--- src/hw/rtl/fhc_pkg.sv ---
package fhc_pkg;

  localparam int MAX_HITS  = 256;
  localparam int COUNT_CAP = (MAX_HITS < 256) ? MAX_HITS : 256;

  localparam int SEG_W   = 8;
  localparam int POS_W   = 13;
  localparam int ADC_W   = 12;
  localparam int LAYER_W = 4;
  localparam int NUM_W   = 8;
  localparam int CNT_W   = 9;
  localparam int LX_W    = 13;
  localparam int SUM_W   = 21;
  localparam int ADCS_W  = 20;
  localparam int OFS_W   = 8;

  localparam logic [OFS_W-1:0]  OFFSET_RESET = 8'd8;
  localparam logic [CNT_W-1:0]  CNT_SAT      = 9'd256;
  localparam logic [ADCS_W-1:0] ADC_SAT      = 20'hFFFFF;
  localparam logic [LX_W-1:0]   LX_SAT       = 13'h1FFF;
  localparam logic [SUM_W-1:0]  MEAN_POS_MAX = 21'd4095;
  localparam logic [SUM_W-1:0]  MEAN_NEG_MAX = 21'd4096;

  localparam int DIV_STEPS = SUM_W;
  localparam int DIV_CW    = $clog2(DIV_STEPS);

  typedef enum logic [2:0] {
    ST_IDLE,
    ST_DECIDE,
    ST_DIV,
    ST_OUT,
    ST_CHECK
  } state_e;

  typedef struct packed {
    logic latch;
    logic extend;
    logic open;
    logic clear;
    logic emit;
    logic emit_last;
  } ctrl_cmd_t;

  typedef struct packed {
    logic cluster_open;
    logic joins;
    logic hit_last;
    logic div_done;
  } dp_status_t;

endpackage

--- src/hw/rtl/fhc_divider.sv ---
module fhc_divider (
  input  logic                              clk_i,
  input  logic                              rst_ni,
  input  logic                              start_i,
  input  logic signed [fhc_pkg::SUM_W-1:0]  dividend_i,
  input  logic        [fhc_pkg::CNT_W-1:0]  divisor_i,
  output logic                              done_o,
  output logic signed [fhc_pkg::POS_W-1:0]  quotient_o
);
  import fhc_pkg::*;

  logic                busy_q, busy_d;
  logic [DIV_CW-1:0]   cnt_q, cnt_d;
  logic [CNT_W-1:0]    rem_q, rem_d;
  logic [SUM_W-1:0]    quo_q, quo_d;
  logic [CNT_W-1:0]    dvs_q, dvs_d;
  logic                neg_q, neg_d;
  logic [CNT_W:0]      trial;
  logic [CNT_W:0]      trial_sub;
  logic                ge;

  assign trial     = {rem_q, quo_q[SUM_W-1]};
  assign ge        = trial >= {1'b0, dvs_q};
  assign trial_sub = trial - {1'b0, dvs_q};
  assign done_o    = busy_q && (cnt_q == '0);

  always_comb begin
    busy_d = busy_q;
    cnt_d  = cnt_q;
    rem_d  = rem_q;
    quo_d  = quo_q;
    dvs_d  = dvs_q;
    neg_d  = neg_q;
    if (start_i) begin
      busy_d = 1'b1;
      cnt_d  = DIV_CW'(DIV_STEPS - 1);
      rem_d  = '0;
      neg_d  = dividend_i[SUM_W-1];
      quo_d  = dividend_i[SUM_W-1] ? (~dividend_i + 1'b1) : dividend_i;
      dvs_d  = (divisor_i == '0) ? CNT_W'(1) : divisor_i;
    end else if (busy_q) begin
      rem_d = ge ? trial_sub[CNT_W-1:0] : trial[CNT_W-1:0];
      quo_d = {quo_q[SUM_W-2:0], ge};
      cnt_d = cnt_q - 1'b1;
      if (cnt_q == '0) begin
        busy_d = 1'b0;
      end
    end
  end

  always_ff @(posedge clk_i or negedge rst_ni) begin
    if (!rst_ni) begin
      busy_q <= 1'b0;
      cnt_q  <= '0;
    end else begin
      busy_q <= busy_d;
      cnt_q  <= cnt_d;
    end
  end

  always_ff @(posedge clk_i) begin
    rem_q <= rem_d;
    quo_q <= quo_d;
    dvs_q <= dvs_d;
    neg_q <= neg_d;
  end

  always_comb begin
    if (!neg_q) begin
      quotient_o = (quo_q > MEAN_POS_MAX) ? POS_W'(MEAN_POS_MAX) : quo_q[POS_W-1:0];
    end else if (quo_q > MEAN_NEG_MAX) begin
      quotient_o = POS_W'(MEAN_NEG_MAX);
    end else begin
      quotient_o = ~quo_q[POS_W-1:0] + 1'b1;
    end
  end

endmodule

--- src/hw/rtl/fhc_datapath.sv ---
module fhc_datapath (
  input  logic                                clk_i,
  input  logic                                rst_ni,
  input  fhc_pkg::ctrl_cmd_t                  cmd_i,
  output fhc_pkg::dp_status_t                 status_o,
  input  logic                                cfg_we_i,
  input  logic        [fhc_pkg::OFS_W-1:0]    cfg_wdata_i,
  input  logic        [fhc_pkg::SEG_W-1:0]    segment_i,
  input  logic signed [fhc_pkg::POS_W-1:0]    position_q4_i,
  input  logic        [fhc_pkg::ADC_W-1:0]    adc_value_i,
  input  logic        [fhc_pkg::LAYER_W-1:0]  layer_id_i,
  input  logic                                last_in_layer_i,
  output logic        [fhc_pkg::LAYER_W-1:0]  out_layer_o,
  output logic        [fhc_pkg::NUM_W-1:0]    cluster_number_o,
  output logic        [fhc_pkg::CNT_W-1:0]    cluster_size_o,
  output logic        [fhc_pkg::CNT_W-1:0]    lz_size_o,
  output logic        [fhc_pkg::LX_W-1:0]     lx_size_q4_o,
  output logic signed [fhc_pkg::POS_W-1:0]    cluster_mean_pos_o,
  output logic        [fhc_pkg::ADCS_W-1:0]   cluster_adc_sum_o,
  output logic                                last_of_run_o
);
  import fhc_pkg::*;

  logic        [SEG_W-1:0]   seg_q;
  logic signed [POS_W-1:0]   pos_q;
  logic        [ADC_W-1:0]   adc_q;
  logic        [LAYER_W-1:0] layer_q;
  logic                      last_q;

  logic [OFS_W-1:0]          offset_q;

  logic                      open_q, open_d;
  logic [SEG_W-1:0]          newest_q, newest_d;
  logic                      older_vld_q, older_vld_d;
  logic [SEG_W-1:0]          older_q, older_d;
  logic [CNT_W-1:0]          count_q, count_d;
  logic [CNT_W-1:0]          lz_q, lz_d;
  logic [CNT_W-1:0]          lx_q, lx_d;
  logic signed [SUM_W-1:0]   sum_q, sum_d;
  logic [ADCS_W-1:0]         adc_tot_q, adc_tot_d;
  logic [NUM_W-1:0]          num_q, num_d;

  logic [LAYER_W-1:0]        res_layer_q;
  logic [NUM_W-1:0]          res_num_q;
  logic [CNT_W-1:0]          res_size_q;
  logic [CNT_W-1:0]          res_lz_q;
  logic [LX_W-1:0]           res_lx_q;
  logic [ADCS_W-1:0]         res_adc_q;
  logic                      res_last_q;

  logic                      step1, step2, older2, joins;
  logic                      div_done;
  logic [ADCS_W:0]           adc_add;
  logic [LX_W:0]             lx_calc;
  logic [LX_W-1:0]           lx_sat;

  assign step1  = {1'b0, seg_q} == ({1'b0, newest_q} + 9'd1);
  assign step2  = {1'b0, seg_q} == ({1'b0, newest_q} + 9'd2);
  assign older2 = older_vld_q && ({1'b0, seg_q} == ({1'b0, older_q} + 9'd2));
  assign joins  = open_q && (step1 || step2);

  assign status_o.cluster_open = open_q;
  assign status_o.joins        = joins;
  assign status_o.hit_last     = last_q;
  assign status_o.div_done     = div_done;

  assign adc_add = {1'b0, adc_tot_q} + (ADCS_W + 1)'(adc_q);
  assign lx_calc = {1'b0, lx_q, 4'b0000} + (LX_W + 1)'(lz_q[0] ? '0 : offset_q);
  assign lx_sat  = lx_calc[LX_W] ? LX_SAT : lx_calc[LX_W-1:0];

  always_comb begin
    open_d      = open_q;
    newest_d    = newest_q;
    older_vld_d = older_vld_q;
    older_d     = older_q;
    count_d     = count_q;
    lz_d        = lz_q;
    lx_d        = lx_q;
    sum_d       = sum_q;
    adc_tot_d   = adc_tot_q;
    num_d       = num_q;
    if (cmd_i.extend) begin
      if (step1 && (lz_q < CNT_SAT)) begin
        lz_d = lz_q + 1'b1;
      end
      if ((step2 || older2) && (lx_q < CNT_SAT)) begin
        lx_d = lx_q + 1'b1;
      end
      older_d     = newest_q;
      older_vld_d = 1'b1;
      newest_d    = seg_q;
      if (count_q < CNT_W'(COUNT_CAP)) begin
        count_d   = count_q + 1'b1;
        sum_d     = sum_q + SUM_W'(pos_q);
        adc_tot_d = adc_add[ADCS_W] ? ADC_SAT : adc_add[ADCS_W-1:0];
      end
    end else if (cmd_i.open) begin
      open_d      = 1'b1;
      newest_d    = seg_q;
      older_vld_d = 1'b0;
      older_d     = '0;
      count_d     = CNT_W'(1);
      lz_d        = CNT_W'(1);
      lx_d        = CNT_W'(1);
      sum_d       = SUM_W'(pos_q);
      adc_tot_d   = ADCS_W'(adc_q);
    end else if (cmd_i.clear) begin
      open_d      = 1'b0;
      newest_d    = '0;
      older_vld_d = 1'b0;
      older_d     = '0;
      count_d     = '0;
      lz_d        = CNT_W'(1);
      lx_d        = CNT_W'(1);
      sum_d       = '0;
      adc_tot_d   = '0;
      num_d       = '0;
    end else if (cmd_i.emit) begin
      num_d = num_q + 1'b1;
    end
  end

  always_ff @(posedge clk_i or negedge rst_ni) begin
    if (!rst_ni) begin
      offset_q    <= OFFSET_RESET;
      open_q      <= 1'b0;
      newest_q    <= '0;
      older_vld_q <= 1'b0;
      older_q     <= '0;
      count_q     <= '0;
      lz_q        <= CNT_W'(1);
      lx_q        <= CNT_W'(1);
      sum_q       <= '0;
      adc_tot_q   <= '0;
      num_q       <= '0;
    end else begin
      if (cfg_we_i) begin
        offset_q <= cfg_wdata_i;
      end
      open_q      <= open_d;
      newest_q    <= newest_d;
      older_vld_q <= older_vld_d;
      older_q     <= older_d;
      count_q     <= count_d;
      lz_q        <= lz_d;
      lx_q        <= lx_d;
      sum_q       <= sum_d;
      adc_tot_q   <= adc_tot_d;
      num_q       <= num_d;
    end
  end

  always_ff @(posedge clk_i) begin
    if (cmd_i.latch) begin
      seg_q   <= segment_i;
      pos_q   <= position_q4_i;
      adc_q   <= adc_value_i;
      layer_q <= layer_id_i;
      last_q  <= last_in_layer_i;
    end
    if (cmd_i.emit) begin
      res_layer_q <= layer_q;
      res_num_q   <= num_q;
      res_size_q  <= count_q;
      res_lz_q    <= lz_q;
      res_lx_q    <= lx_sat;
      res_adc_q   <= adc_tot_q;
      res_last_q  <= cmd_i.emit_last;
    end
  end

  fhc_divider u_divider (
    .clk_i      (clk_i),
    .rst_ni     (rst_ni),
    .start_i    (cmd_i.emit),
    .dividend_i (sum_q),
    .divisor_i  (count_q),
    .done_o     (div_done),
    .quotient_o (cluster_mean_pos_o)
  );

  assign out_layer_o       = res_layer_q;
  assign cluster_number_o  = res_num_q;
  assign cluster_size_o    = res_size_q;
  assign lz_size_o         = res_lz_q;
  assign lx_size_q4_o      = res_lx_q;
  assign cluster_adc_sum_o = res_adc_q;
  assign last_of_run_o     = res_last_q;

endmodule

--- src/hw/rtl/fhc_controller.sv ---
module fhc_controller (
  input  logic                 clk_i,
  input  logic                 rst_ni,
  input  logic                 in_valid_i,
  output logic                 in_stall_o,
  output logic                 out_valid_o,
  input  logic                 out_stall_i,
  input  fhc_pkg::dp_status_t  status_i,
  output fhc_pkg::ctrl_cmd_t   cmd_o
);
  import fhc_pkg::*;

  state_e state_q, state_d;
  logic   final_q, final_d;

  always_comb begin
    state_d = state_q;
    final_d = final_q;
    case (state_q)
      ST_IDLE: begin
        if (in_valid_i) begin
          state_d = ST_DECIDE;
        end
      end
      ST_DECIDE: begin
        if (status_i.cluster_open && !status_i.joins) begin
          final_d = 1'b0;
          state_d = ST_DIV;
        end else begin
          state_d = ST_CHECK;
        end
      end
      ST_DIV: begin
        if (status_i.div_done) begin
          state_d = ST_OUT;
        end
      end
      ST_OUT: begin
        if (!out_stall_i) begin
          state_d = final_q ? ST_IDLE : ST_CHECK;
        end
      end
      ST_CHECK: begin
        if (status_i.hit_last) begin
          final_d = 1'b1;
          state_d = ST_DIV;
        end else begin
          state_d = ST_IDLE;
        end
      end
      default: state_d = ST_IDLE;
    endcase
  end

  always_comb begin
    cmd_o       = '0;
    in_stall_o  = 1'b1;
    out_valid_o = 1'b0;
    case (state_q)
      ST_IDLE: begin
        in_stall_o  = 1'b0;
        cmd_o.latch = in_valid_i;
      end
      ST_DECIDE: begin
        if (status_i.cluster_open && !status_i.joins) begin
          cmd_o.emit      = 1'b1;
          cmd_o.emit_last = !status_i.hit_last;
        end else if (status_i.cluster_open) begin
          cmd_o.extend = 1'b1;
        end else begin
          cmd_o.open = 1'b1;
        end
      end
      ST_DIV: begin
      end
      ST_OUT: begin
        out_valid_o = 1'b1;
        if (!out_stall_i) begin
          cmd_o.clear = final_q;
          cmd_o.open  = !final_q;
        end
      end
      ST_CHECK: begin
        if (status_i.hit_last) begin
          cmd_o.emit      = 1'b1;
          cmd_o.emit_last = 1'b1;
        end
      end
      default: begin
      end
    endcase
  end

  always_ff @(posedge clk_i or negedge rst_ni) begin
    if (!rst_ni) begin
      state_q <= ST_IDLE;
      final_q <= 1'b0;
    end else begin
      state_q <= state_d;
      final_q <= final_d;
    end
  end

endmodule

--- src/hw/rtl/fiber_hit_clusterer.sv ---
// Groups the fiber hits of one layer, sorted by segment, into clusters.
// Hits arrive as words on the input channel (in_valid_i, in_stall_o); a word
// is taken at a clock edge with in_valid_i high and in_stall_o low. Closed
// clusters leave as words on the output channel (out_valid_o, out_stall_i).
// The block works on one hit at a time and stalls its input until that hit
// is finished. Each cluster it closes is captured in the cycle that starts
// the bit-serial divider that forms the mean position; once the divider is
// done, the word is held on the output until the receiver takes it.
// A hit may close two clusters, the open one and, on the last hit of a layer,
// the one it ends in; last_of_run_o marks the final word for that hit.
// While the receiver stalls, the output word is held and no new hit is taken.
// The user must write the offset register through cfg_we_i and cfg_wdata_i
// only while the block is idle; the block itself does not enforce this.
// Reset clears the cluster, sets the cluster number to zero and the offset
// to 8.
module fiber_hit_clusterer (
  input  logic                                clk_i,
  input  logic                                rst_ni,
  input  logic                                cfg_we_i,
  input  logic        [fhc_pkg::OFS_W-1:0]    cfg_wdata_i,
  input  logic                                in_valid_i,
  output logic                                in_stall_o,
  input  logic        [fhc_pkg::SEG_W-1:0]    segment_i,
  input  logic signed [fhc_pkg::POS_W-1:0]    position_q4_i,
  input  logic        [fhc_pkg::ADC_W-1:0]    adc_value_i,
  input  logic        [fhc_pkg::LAYER_W-1:0]  layer_id_i,
  input  logic                                last_in_layer_i,
  output logic                                out_valid_o,
  input  logic                                out_stall_i,
  output logic        [fhc_pkg::LAYER_W-1:0]  out_layer_o,
  output logic        [fhc_pkg::NUM_W-1:0]    cluster_number_o,
  output logic        [fhc_pkg::CNT_W-1:0]    cluster_size_o,
  output logic        [fhc_pkg::CNT_W-1:0]    lz_size_o,
  output logic        [fhc_pkg::LX_W-1:0]     lx_size_q4_o,
  output logic signed [fhc_pkg::POS_W-1:0]    cluster_mean_pos_o,
  output logic        [fhc_pkg::ADCS_W-1:0]   cluster_adc_sum_o,
  output logic                                last_of_run_o
);
  import fhc_pkg::*;

  ctrl_cmd_t  cmd;
  dp_status_t status;

  fhc_controller u_controller (
    .clk_i       (clk_i),
    .rst_ni      (rst_ni),
    .in_valid_i  (in_valid_i),
    .in_stall_o  (in_stall_o),
    .out_valid_o (out_valid_o),
    .out_stall_i (out_stall_i),
    .status_i    (status),
    .cmd_o       (cmd)
  );

  fhc_datapath u_datapath (
    .clk_i              (clk_i),
    .rst_ni             (rst_ni),
    .cmd_i              (cmd),
    .status_o           (status),
    .cfg_we_i           (cfg_we_i),
    .cfg_wdata_i        (cfg_wdata_i),
    .segment_i          (segment_i),
    .position_q4_i      (position_q4_i),
    .adc_value_i        (adc_value_i),
    .layer_id_i         (layer_id_i),
    .last_in_layer_i    (last_in_layer_i),
    .out_layer_o        (out_layer_o),
    .cluster_number_o   (cluster_number_o),
    .cluster_size_o     (cluster_size_o),
    .lz_size_o          (lz_size_o),
    .lx_size_q4_o       (lx_size_q4_o),
    .cluster_mean_pos_o (cluster_mean_pos_o),
    .cluster_adc_sum_o  (cluster_adc_sum_o),
    .last_of_run_o      (last_of_run_o)
  );

  a_no_word_after_accept: assert property (
    @(posedge clk_i) disable iff (!rst_ni)
    (in_valid_i && !in_stall_o) |=> !out_valid_o
  ) else $error("output word raised directly after a hit was taken");

  a_stall_after_early_word: assert property (
    @(posedge clk_i) disable iff (!rst_ni)
    (out_valid_o && !out_stall_i && !last_of_run_o) |=> (in_stall_o && !out_valid_o)
  ) else $error("hit finished before its final word");

  a_cluster_not_empty: assert property (
    @(posedge clk_i) disable iff (!rst_ni)
    out_valid_o |-> ((cluster_size_o != '0) && (lz_size_o != '0))
  ) else $error("empty cluster emitted");

  a_busy_while_word_out: assert property (
    @(posedge clk_i) disable iff (!rst_ni)
    out_valid_o |-> in_stall_o
  ) else $error("hit taken while a word waits");

endmodule
--- config.mk ---
export PLATFORM = sky130hd
export DESIGN_NAME = fiber_hit_clusterer
export DESIGN_NICKNAME = d
export VERILOG_FILES = /design/src/hw/rtl/fhc_pkg.sv /design/src/hw/rtl/fhc_divider.sv /design/src/hw/rtl/fhc_datapath.sv /design/src/hw/rtl/fhc_controller.sv /design/src/hw/rtl/fiber_hit_clusterer.sv
export SDC_FILE = /design/constraint.sdc
export NUM_CORES = 1
export LEC_CHECK = 0
export BUFFER_PORTS_ARGS = -buffer_cell sky130_fd_sc_hd__buf_4
export CORE_MARGIN = 3
export CORE_UTILIZATION = 53
export CTS_BUF_LIST = sky130_fd_sc_hd__clkbuf_2 sky130_fd_sc_hd__clkbuf_4 sky130_fd_sc_hd__clkbuf_8
export DETAILED_ROUTE_END_ITERATION = 10
export GPL_TIMING_DRIVEN = 0
export PLACE_DENSITY = 0.76
export SYNTH_ARGS = -nofsm -noshare
export SYNTH_HDL_FRONTEND = slang
export SYNTH_SLANG_ARGS = --single-unit
--- constraint.sdc ---
create_clock -name clk_i -period 7.45 [get_ports clk_i]
set_clock_uncertainty 0.05 [all_clocks]
set_input_delay 1.1175 -clock clk_i [delete_from_list [all_inputs] [get_ports clk_i]]
set_output_delay 1.1175 -clock clk_i [all_outputs]
set_load 0.05 [all_outputs]
==> results.toml, run 1 <==
[outcome]
status = "completed"

[final_layout]
area_growth_pct = 17.10
n_fill_cell = 1976
drive_above_1_share = 0.1663
final_cell_count_no_fill = 1845
multi_input_area_um2 = 6165
antenna_cells = 0
finish.utilization = 0.6436
fin_area_um2 = 15930
final_net_count = 1602
register_area_um2 = 6980

[floorplanning]
coreArea_um2 = 24750
die-area_um2 = 27620
die_x_um = 166.2
die_y_um = 166.2
core.rowCount = 57
io_pins = 130
start_util = 0.5496

[detailed_routing]
drtPass1Iterations = 5
routedWlPerCell_um = 17.53
routed-via-count = 10711
drt_iter0_markers = 800
detail_route.vias_per_cell = 5.805
drc_errors = 0
routed_wl_um = 32340
postRouteAntennaNets = 0

[flow_run]
maxCapViolCount = 0

[grt]
overflow = 0
grt_max_degree = 84
grt_pass1_vias = 10401
antenna_found_initial = 0
grt_pass1_wl_um = 52980
grtUsageTotal = 0.2302

[setup_path]
end_kind = "primary output"
crit_path_start = "u_datapath.u_divider.quo_q[0]"
crit_slowest_cell = "edfxtp_1"
crit_cells = 12
worstPathCellList = "inv_1 -> ha_1 -> nor3b_1 -> nand3_1 -> or3_1 -> or3_1 -> a21o_1 -> or2_1 -> clkbuf_1 -> or3b_2 -> nand3_1 -> buf_4"
r2r_start = "u_datapath.newest_q[1]"
cp-start-kind = "flop"
critPathMaxFanout = 10
rr_endpoint = "u_datapath.u_divider.quo_q[16]"
cp_data_required_time_ns = 6.28
cp.arrival_ns = 3.94
crit_family = "simple AND/OR/NAND/NOR gates"
max_stage_delay_ns = 0.49
crit_end = "cluster_mean_pos_o[8]"
r2r_cells = 8
crit_type = "flop to primary output"
critPathBufInv = 3
reg2reg_slack_ns = 3.64

[pwr]
p_leak_nw = 6.539
powerDensity_nw_per_um2 = 173.6
vdd_drop_max_mv = 0.1298

[sta]
post-route-period-util = 0.6857
fmax_mhz = 195.8
slew_headroom = 0.3654
slew_viol_final = 0
setup_viol = 0
fin_setup_tns_ns = 0
worst_pin_slew_ns = 0.9520
post-route-min-period_ns = 5.109
rsz0062_at_grt = "no"
fin_ws_ns = 2.341
hold_violations = 0

[logic_synthesis]
synthArstFlopShare = 0.4409
yosysSeqAreaShare = 0.5132
ys_ff_latch = 254
syn-instance-count = 1311
synth_edf_count = 133
synth_nets = 1424
syn-mean-instance-area_um2 = 10.37
netlist_area_um2 = 13600
synthFlopType = "edfxtp_1"
yosys_warnings = 0
synth.distinct_cells = 90

[clock_tree]
cts.clk_slew.worst_paths_ns = 0.06
cts_max_level = 2
post_cts_buffers = 0
clock_path_buffers = 3
tritoncts = "built"
hold_buffers = 0
cts_resized = 0
clock-root-buffer = "clkbuf_8"
numCtsBuffers = 43
clkLatencyLatePin_ns = 0.54
clock-sinks = 254

[placed_design]
dp_cells = 1768
place.gp.congestion = 0.9319
dp_hpwl_um = 23150
placed_cell_area_um2 = 15070
pre_cts_ws_ns = 2.930
io_buffer_count = 129

[min_path]
hp-class = "flop to flop"
worst reg2reg max path, cell delays in order, from the launching register on:
cell	delay [ns]
dfrtp_1	0.52
ha_1	0.30
nand2_1	0.12
or3_4	0.35
a2111oi_4	0.41
o2111ai_4	0.29
a31oi_1	0.45
buf_2	0.31
nand2b_1	0.54
synthesized netlist by cell type, types with 8 or more instances:
cell	count	share of area
nand4_1	12	0.0055
and3_1	12	0.0055
o21ai_0	111	0.041
o31ai_1	14	0.0077
nand3_1	43	0.016
xor2_1	42	0.027
o211ai_1	9	0.0050
nand2b_1	16	0.0074
o21a_1	10	0.0055
dfrtp_1	109	0.20
a221oi_1	8	0.0052
clkbuf_1	37	0.010
a32o_1	8	0.0059
buf_2	12	0.0044
a31oi_1	22	0.010
dfxtp_1	9	0.013
edfxtp_1	133	0.29
a21oi_1	63	0.023
or3_1	17	0.0078
nor2b_1	10	0.0046
nor2_1	102	0.028
or4_1	9	0.0050
mux2i_1	12	0.0088
a21o_1	21	0.012
xnor2_1	42	0.027
nand2_1	135	0.037
and2_1	9	0.0041
a211oi_1	16	0.0088
ha_1	58	0.053
inv_1	55	0.015
nor3_1	25	0.0092
final cells by class:
cell class | count | share of cell area
multi-input cells | 943 | 0.3871
inverters | 57 | 0.01343
flip-flops and latches | 254 | 0.4383
well taps | 324 | 0.02545
plain buffers | 57 | 0.01571
clock buffers | 65 | 0.05028
repair buffers | 133 | 0.06654
clock inverters | 12 | 0.003221
worst min path at each step:
stage                                      from                         to  cells after the start  slack (ns)
after global routing      u_datapath.layer_q[3]  u_datapath.out_layer_o[3]                      0        0.37
after CTS                 u_datapath.layer_q[0]  u_datapath.out_layer_o[0]                      0        0.36
after floorplan           u_datapath.layer_q[0]  u_datapath.out_layer_o[0]                      0        0.35
after detailed placement  u_datapath.layer_q[0]  u_datapath.out_layer_o[0]                      0        0.35
final                     u_datapath.layer_q[0]  u_datapath.out_layer_o[0]                      0        0.36
after global placement    u_datapath.layer_q[2]  u_datapath.out_layer_o[2]                      0        0.36
sequential cells by signal (all words and copies together) (netlist names), 12 cells and up:
signal and cells:
u_datapath.adc_q 12, u_datapath.adc_tot_q 20, u_datapath.cluster_adc_sum_o 20, u_datapath.lx_size_q4_o 13
u_datapath.pos_q 13, u_datapath.sum_q 21, u_datapath.u_divider.quo_q 21
report_power, final:
| part | leakage [nW] | switching (mW) | internal (mW) |
|---|---|---|---|
| combinational | 3.54 | 0.0296 | 0.0285 |
| sequential | 2.54 | 0.00177 | 1.48 |
| clock | 0.459 | 0.543 | 0.684 |
per-layer routing:
layer | routed length [um] | vias up | global-route usage | part of all wire
met5 | 0 | - | 0 | 0
met4 | 1021 | 0 | 0.07776 | 0.032
met3 | 1988 | 64 | 0.03356 | 0.061
met2 | 14880 | 326 | 0.3755 | 0.46
met1 | 14450 | 5137 | 0.3189 | 0.45
li1 | - | 5184 | - | -
per-stage QoR:
step / total power, mW / hold slack [ns]
floorplan: 1.525 / 0.3503
global placement: 1.561 / 0.3565
detailed placement: 1.566 / 0.3545
CTS: 2.792 / 0.3593
global route: 2.870 / 0.3692
finish: 2.765 / 0.3577
cells in the final DEF, fill, tap and decap left out, types with 43 or more instances in the layout:
cell | Yosys | routed
inv_1 | 55 | 55
dfrtp_1 | 109 | 109
nand3_1 | 43 | 43
nor2_1 | 102 | 101
clkbuf_8 | 0 | 50
a21oi_1 | 63 | 63
buf_4 | 1 | 129
ha_1 | 58 | 58
o21ai_0 | 111 | 111
nand2_1 | 135 | 135
edfxtp_1 | 133 | 133
cell families (layout without fill, tap and decap cells):
kind of cell | count (synthesis) | count (layout) | share of synthesized area
xor gates and xnor gates | 85 | 85 | 0.05529
and+or+nand+nor | 440 | 440 | 0.1592
adders and majority gates | 62 | 62 | 0.05925
DFF | 254 | 254 | 0.5132
buffers and inverters | 114 | 324 | 0.03404
AOI/OAI and AO/OA | 340 | 340 | 0.1668
muxes | 16 | 16 | 0.01214
(Power assumes the default switching activity.)
==> run 2, diff against run 1 <==
--- a/config.mk
+++ b/config.mk
@@ -5,13 +5,14 @@
 export SDC_FILE = /design/constraint.sdc
 export NUM_CORES = 1
 export LEC_CHECK = 0
+export ABC_AREA = 1
 export BUFFER_PORTS_ARGS = -buffer_cell sky130_fd_sc_hd__buf_4
 export CORE_MARGIN = 3
 export CORE_UTILIZATION = 53
 export CTS_BUF_LIST = sky130_fd_sc_hd__clkbuf_2 sky130_fd_sc_hd__clkbuf_4 sky130_fd_sc_hd__clkbuf_8
 export DETAILED_ROUTE_END_ITERATION = 10
 export GPL_TIMING_DRIVEN = 0
-export PLACE_DENSITY = 0.76
+export PLACE_DENSITY = 0.78
 export SYNTH_ARGS = -nofsm -noshare
 export SYNTH_HDL_FRONTEND = slang
 export SYNTH_SLANG_ARGS = --single-unit
==> constraint.sdc (replaced) <==
create_clock -name clk_i -period 4.5 [get_ports clk_i]
set_clock_uncertainty 0.05 [all_clocks]
set_input_delay 0.675 -clock clk_i [delete_from_list [all_inputs] [get_ports clk_i]]
set_output_delay 0.675 -clock clk_i [all_outputs]
set_load 0.05 [all_outputs]
==> run 2 against run 1 <==
  * Combinational power grew to 100 times the previous value
  * Final cell count rose by 28%
  * First-iteration DRC count rose by 14%
  * Die area grew 7.4%
==> results.toml, run 2 <==
[outcome]
status = "completed"

[clock_tree]
cts.clk_slew.worst_paths_ns = 0.06
clock_path_buffers = 3
tritoncts = "built"
cts_max_level = 2
numCtsBuffers = 43
clock-root-buffer = "clkbuf_8"
clkLatencyLatePin_ns = 0.56
clock-sinks = 254

[detailed_routing]
drt_iter0_markers = 908
drtPass1Iterations = 7
routed_wl_um = 35860
postRouteAntennaNets = 0
detail_route.vias_per_cell = 5.343
routedWlPerCell_um = 15.20
drc_errors = 0
routed-via-count = 12609

[sta]
post-route-min-period_ns = 3.682
fin_ws_ns = 0.8182
rsz0062_at_grt = "no"
hold_ws_ns = 0.2411
post-route-period-util = 0.8182
slew_viol_final = 0
fmax_mhz = 271.6
hold_violations = 0
setup_viol = 0
worst_pin_slew_ns = 0.9340
slew_headroom = 0.3758

[logic_synthesis]
synthAdderAreaFrac = 0.05505
synth_compound_area_frac = 0.07958
yosys_warnings = 0
ys_ff_latch = 254
netlist_area_um2 = 14640
yosysSeqAreaShare = 0.4769
synth-simple-area-share = 0.2675
ys_top_cells_by_count = "nand2_1 (525), inv_1 (214), nand3_1 (145), nor2_1 (144), edfxtp_1 (133)"
synth_edf_count = 133
synth.distinct_cells = 46
synth_top_family_by_area = "simple AND/OR/NAND/NOR gates"
syn-instance-count = 1805
synthFlopType = "edfxtp_1"
syn-mean-instance-area_um2 = 8.110
synth_most_common_cell = "nand2_1"
synthXorXnorAreaFrac = 0.04847
synth_nets = 1918
synth.area.mux_share = 0
ys_top_cells_by_area = "edfxtp_1 (27%), dfrtp_1 (19%), nand2_1 (13%)"
synth_top_area_share = 0.2728
yosys.area.top_type = "edfxtp_1"
synthArstFlopShare = 0.4409

[pwr]
p_leak_nw = 8.219
power_mw = 12.11
vdd_drop_max_mv = 0.4060
powerDensity_nw_per_um2 = 710.6

[placed_design]
dp_cells = 2279
pre_cts_ws_ns = 1.367
dp_hpwl_um = 26290
place.gp.congestion = 0.9207
io_buffer_count = 129

[floorplanning]
die-area_um2 = 29650
core.rowCount = 60
die_y_um = 172.2
io_pins = 130
start_util = 0.5416
coreArea_um2 = 27030
die_x_um = 172.2

[grt]
grt_max_degree = 94
antenna_found_initial = 0
grt_pass1_wl_um = 57880
grt_pass1_vias = 12036
grtUsageTotal = 0.2406
overflow = 0

[final_layout]
final_cell_mix = "nand2_1 (525), inv_1 (214), nand3_1 (145)"
layout.cells.most_common = "nand2_1"
antenna_cells = 0
final_cell_count_no_fill = 2360
drive_above_1_share = 0.1278
finish.utilization = 0.6304
largest_registers = "u_datapath.sum_q (21), u_datapath.u_divider.quo_q (21)"
area_growth_pct = 16.39
final_net_count = 2097

[setup_path]
critPathMaxFanout = 10
crit_family = "simple AND/OR/NAND/NOR gates"
end_kind = "primary output"
cpMostUsedCell = "nand2_1"
cp-start-kind = "flop"
max_stage_delay_ns = 0.45
crit_slowest_cell = "edfxtp_1"
worstPathCellList = "inv_1 -> ha_1 -> nand2_1 -> nor2_1 -> nand4_1 -> nor2_1 -> nand4_1 -> nand2_1 -> nand2_1 -> o221ai_1 -> buf_4"
cp.arrival_ns = 2.96
cp_data_required_time_ns = 3.77
critPathBufInv = 2
crit_type = "flop to primary output"

[min_path]
hp-class = "input port to flop"

[flow_run]
maxCapViolCount = 0
-- run 2: cell types whose count changed in the layout (fill, tap and decap cells not counted), sizes merged, moves of 19 or more --
cell / delta
nand2: +398
a21o: -19
nor2: +44
nand3: +103
inv: +163
o21ai: +33
a31oi: -21
-- run 2: final timing paths --
path                                                from                             to  slack [ns]  cells past startpoint
max                        u_datapath.u_divider.quo_q[0]          cluster_mean_pos_o[4]        0.82                     11
min in group asynchronous                         rst_ni            u_datapath.num_q[5]        0.47                      2
min                                    position_q4_i[10]           u_datapath.pos_q[10]        0.24                      1
min reg2reg                        u_datapath.layer_q[3]      u_datapath.out_layer_o[3]        0.37                      0
max in group asynchronous                         rst_ni        u_datapath.adc_tot_q[5]        3.12                      3
max reg2reg                       u_datapath.newest_q[0]  u_datapath.u_divider.quo_q[9]        1.28                     10
-- run 2: stage by stage --
step	TNS [ns]	area, um2
floorplan	0	14640
global placement	-86.40	16030
detailed placement	0	16130
CTS	0	17040
global route	0	17040
finish	0	17040
-- run 2: cell families (layout without fill, tap and decap cells) --
group	after synthesis	in the layout
AO/OA/AOI/OAI	220	220
flip-flops	254	254
AND/OR/NAND/NOR	920	920
XOR/XNOR	81	81
buffers and inverters	268	482
adder cells (fa/ha/maj)	62	62
-- run 2: what timing repair did --
item	in CTS	in global routing
setup buffers	0	0
resized for setup	0	0
endpoints found under the hold margin	19	0
hold buffers	1	0
-- run 2: final cells by class --
class                   instances  area, um2
fillers                      2306       9988
flip-flops and latches        254       6980
multi-input cells            1283       6604
repair buffers                134       1070
inverters                     220      827.0
clock buffers                  63      779.5
well taps                     341      426.7
plain buffers                  48      235.2
clock inverters                17      115.1
-- run 2: per-layer routing --
layer  GRT usage  routed length (um)
met5           0                   0
met1      0.3133               15390
met4     0.07740                 877
met3     0.04755                2258
met2      0.4067               17340
-- run 2: power breakdown --
part,switching [mW],internal (mW)
clock network,0.942,1.18
logic,4.02,1.96
registers,0.645,3.36
-- run 2: worst reg2reg max path, cell delays in order (launching register included) --
cell     delay, ns
dfrtp_1       0.48
ha_1          0.35
xor2_1        0.17
nor2_1        0.10
nand3_1       0.11
nor2_1        0.19
nand3_1       0.15
nand3_1       0.24
nand2_2       0.18
inv_2         0.17
nand2_1       0.56
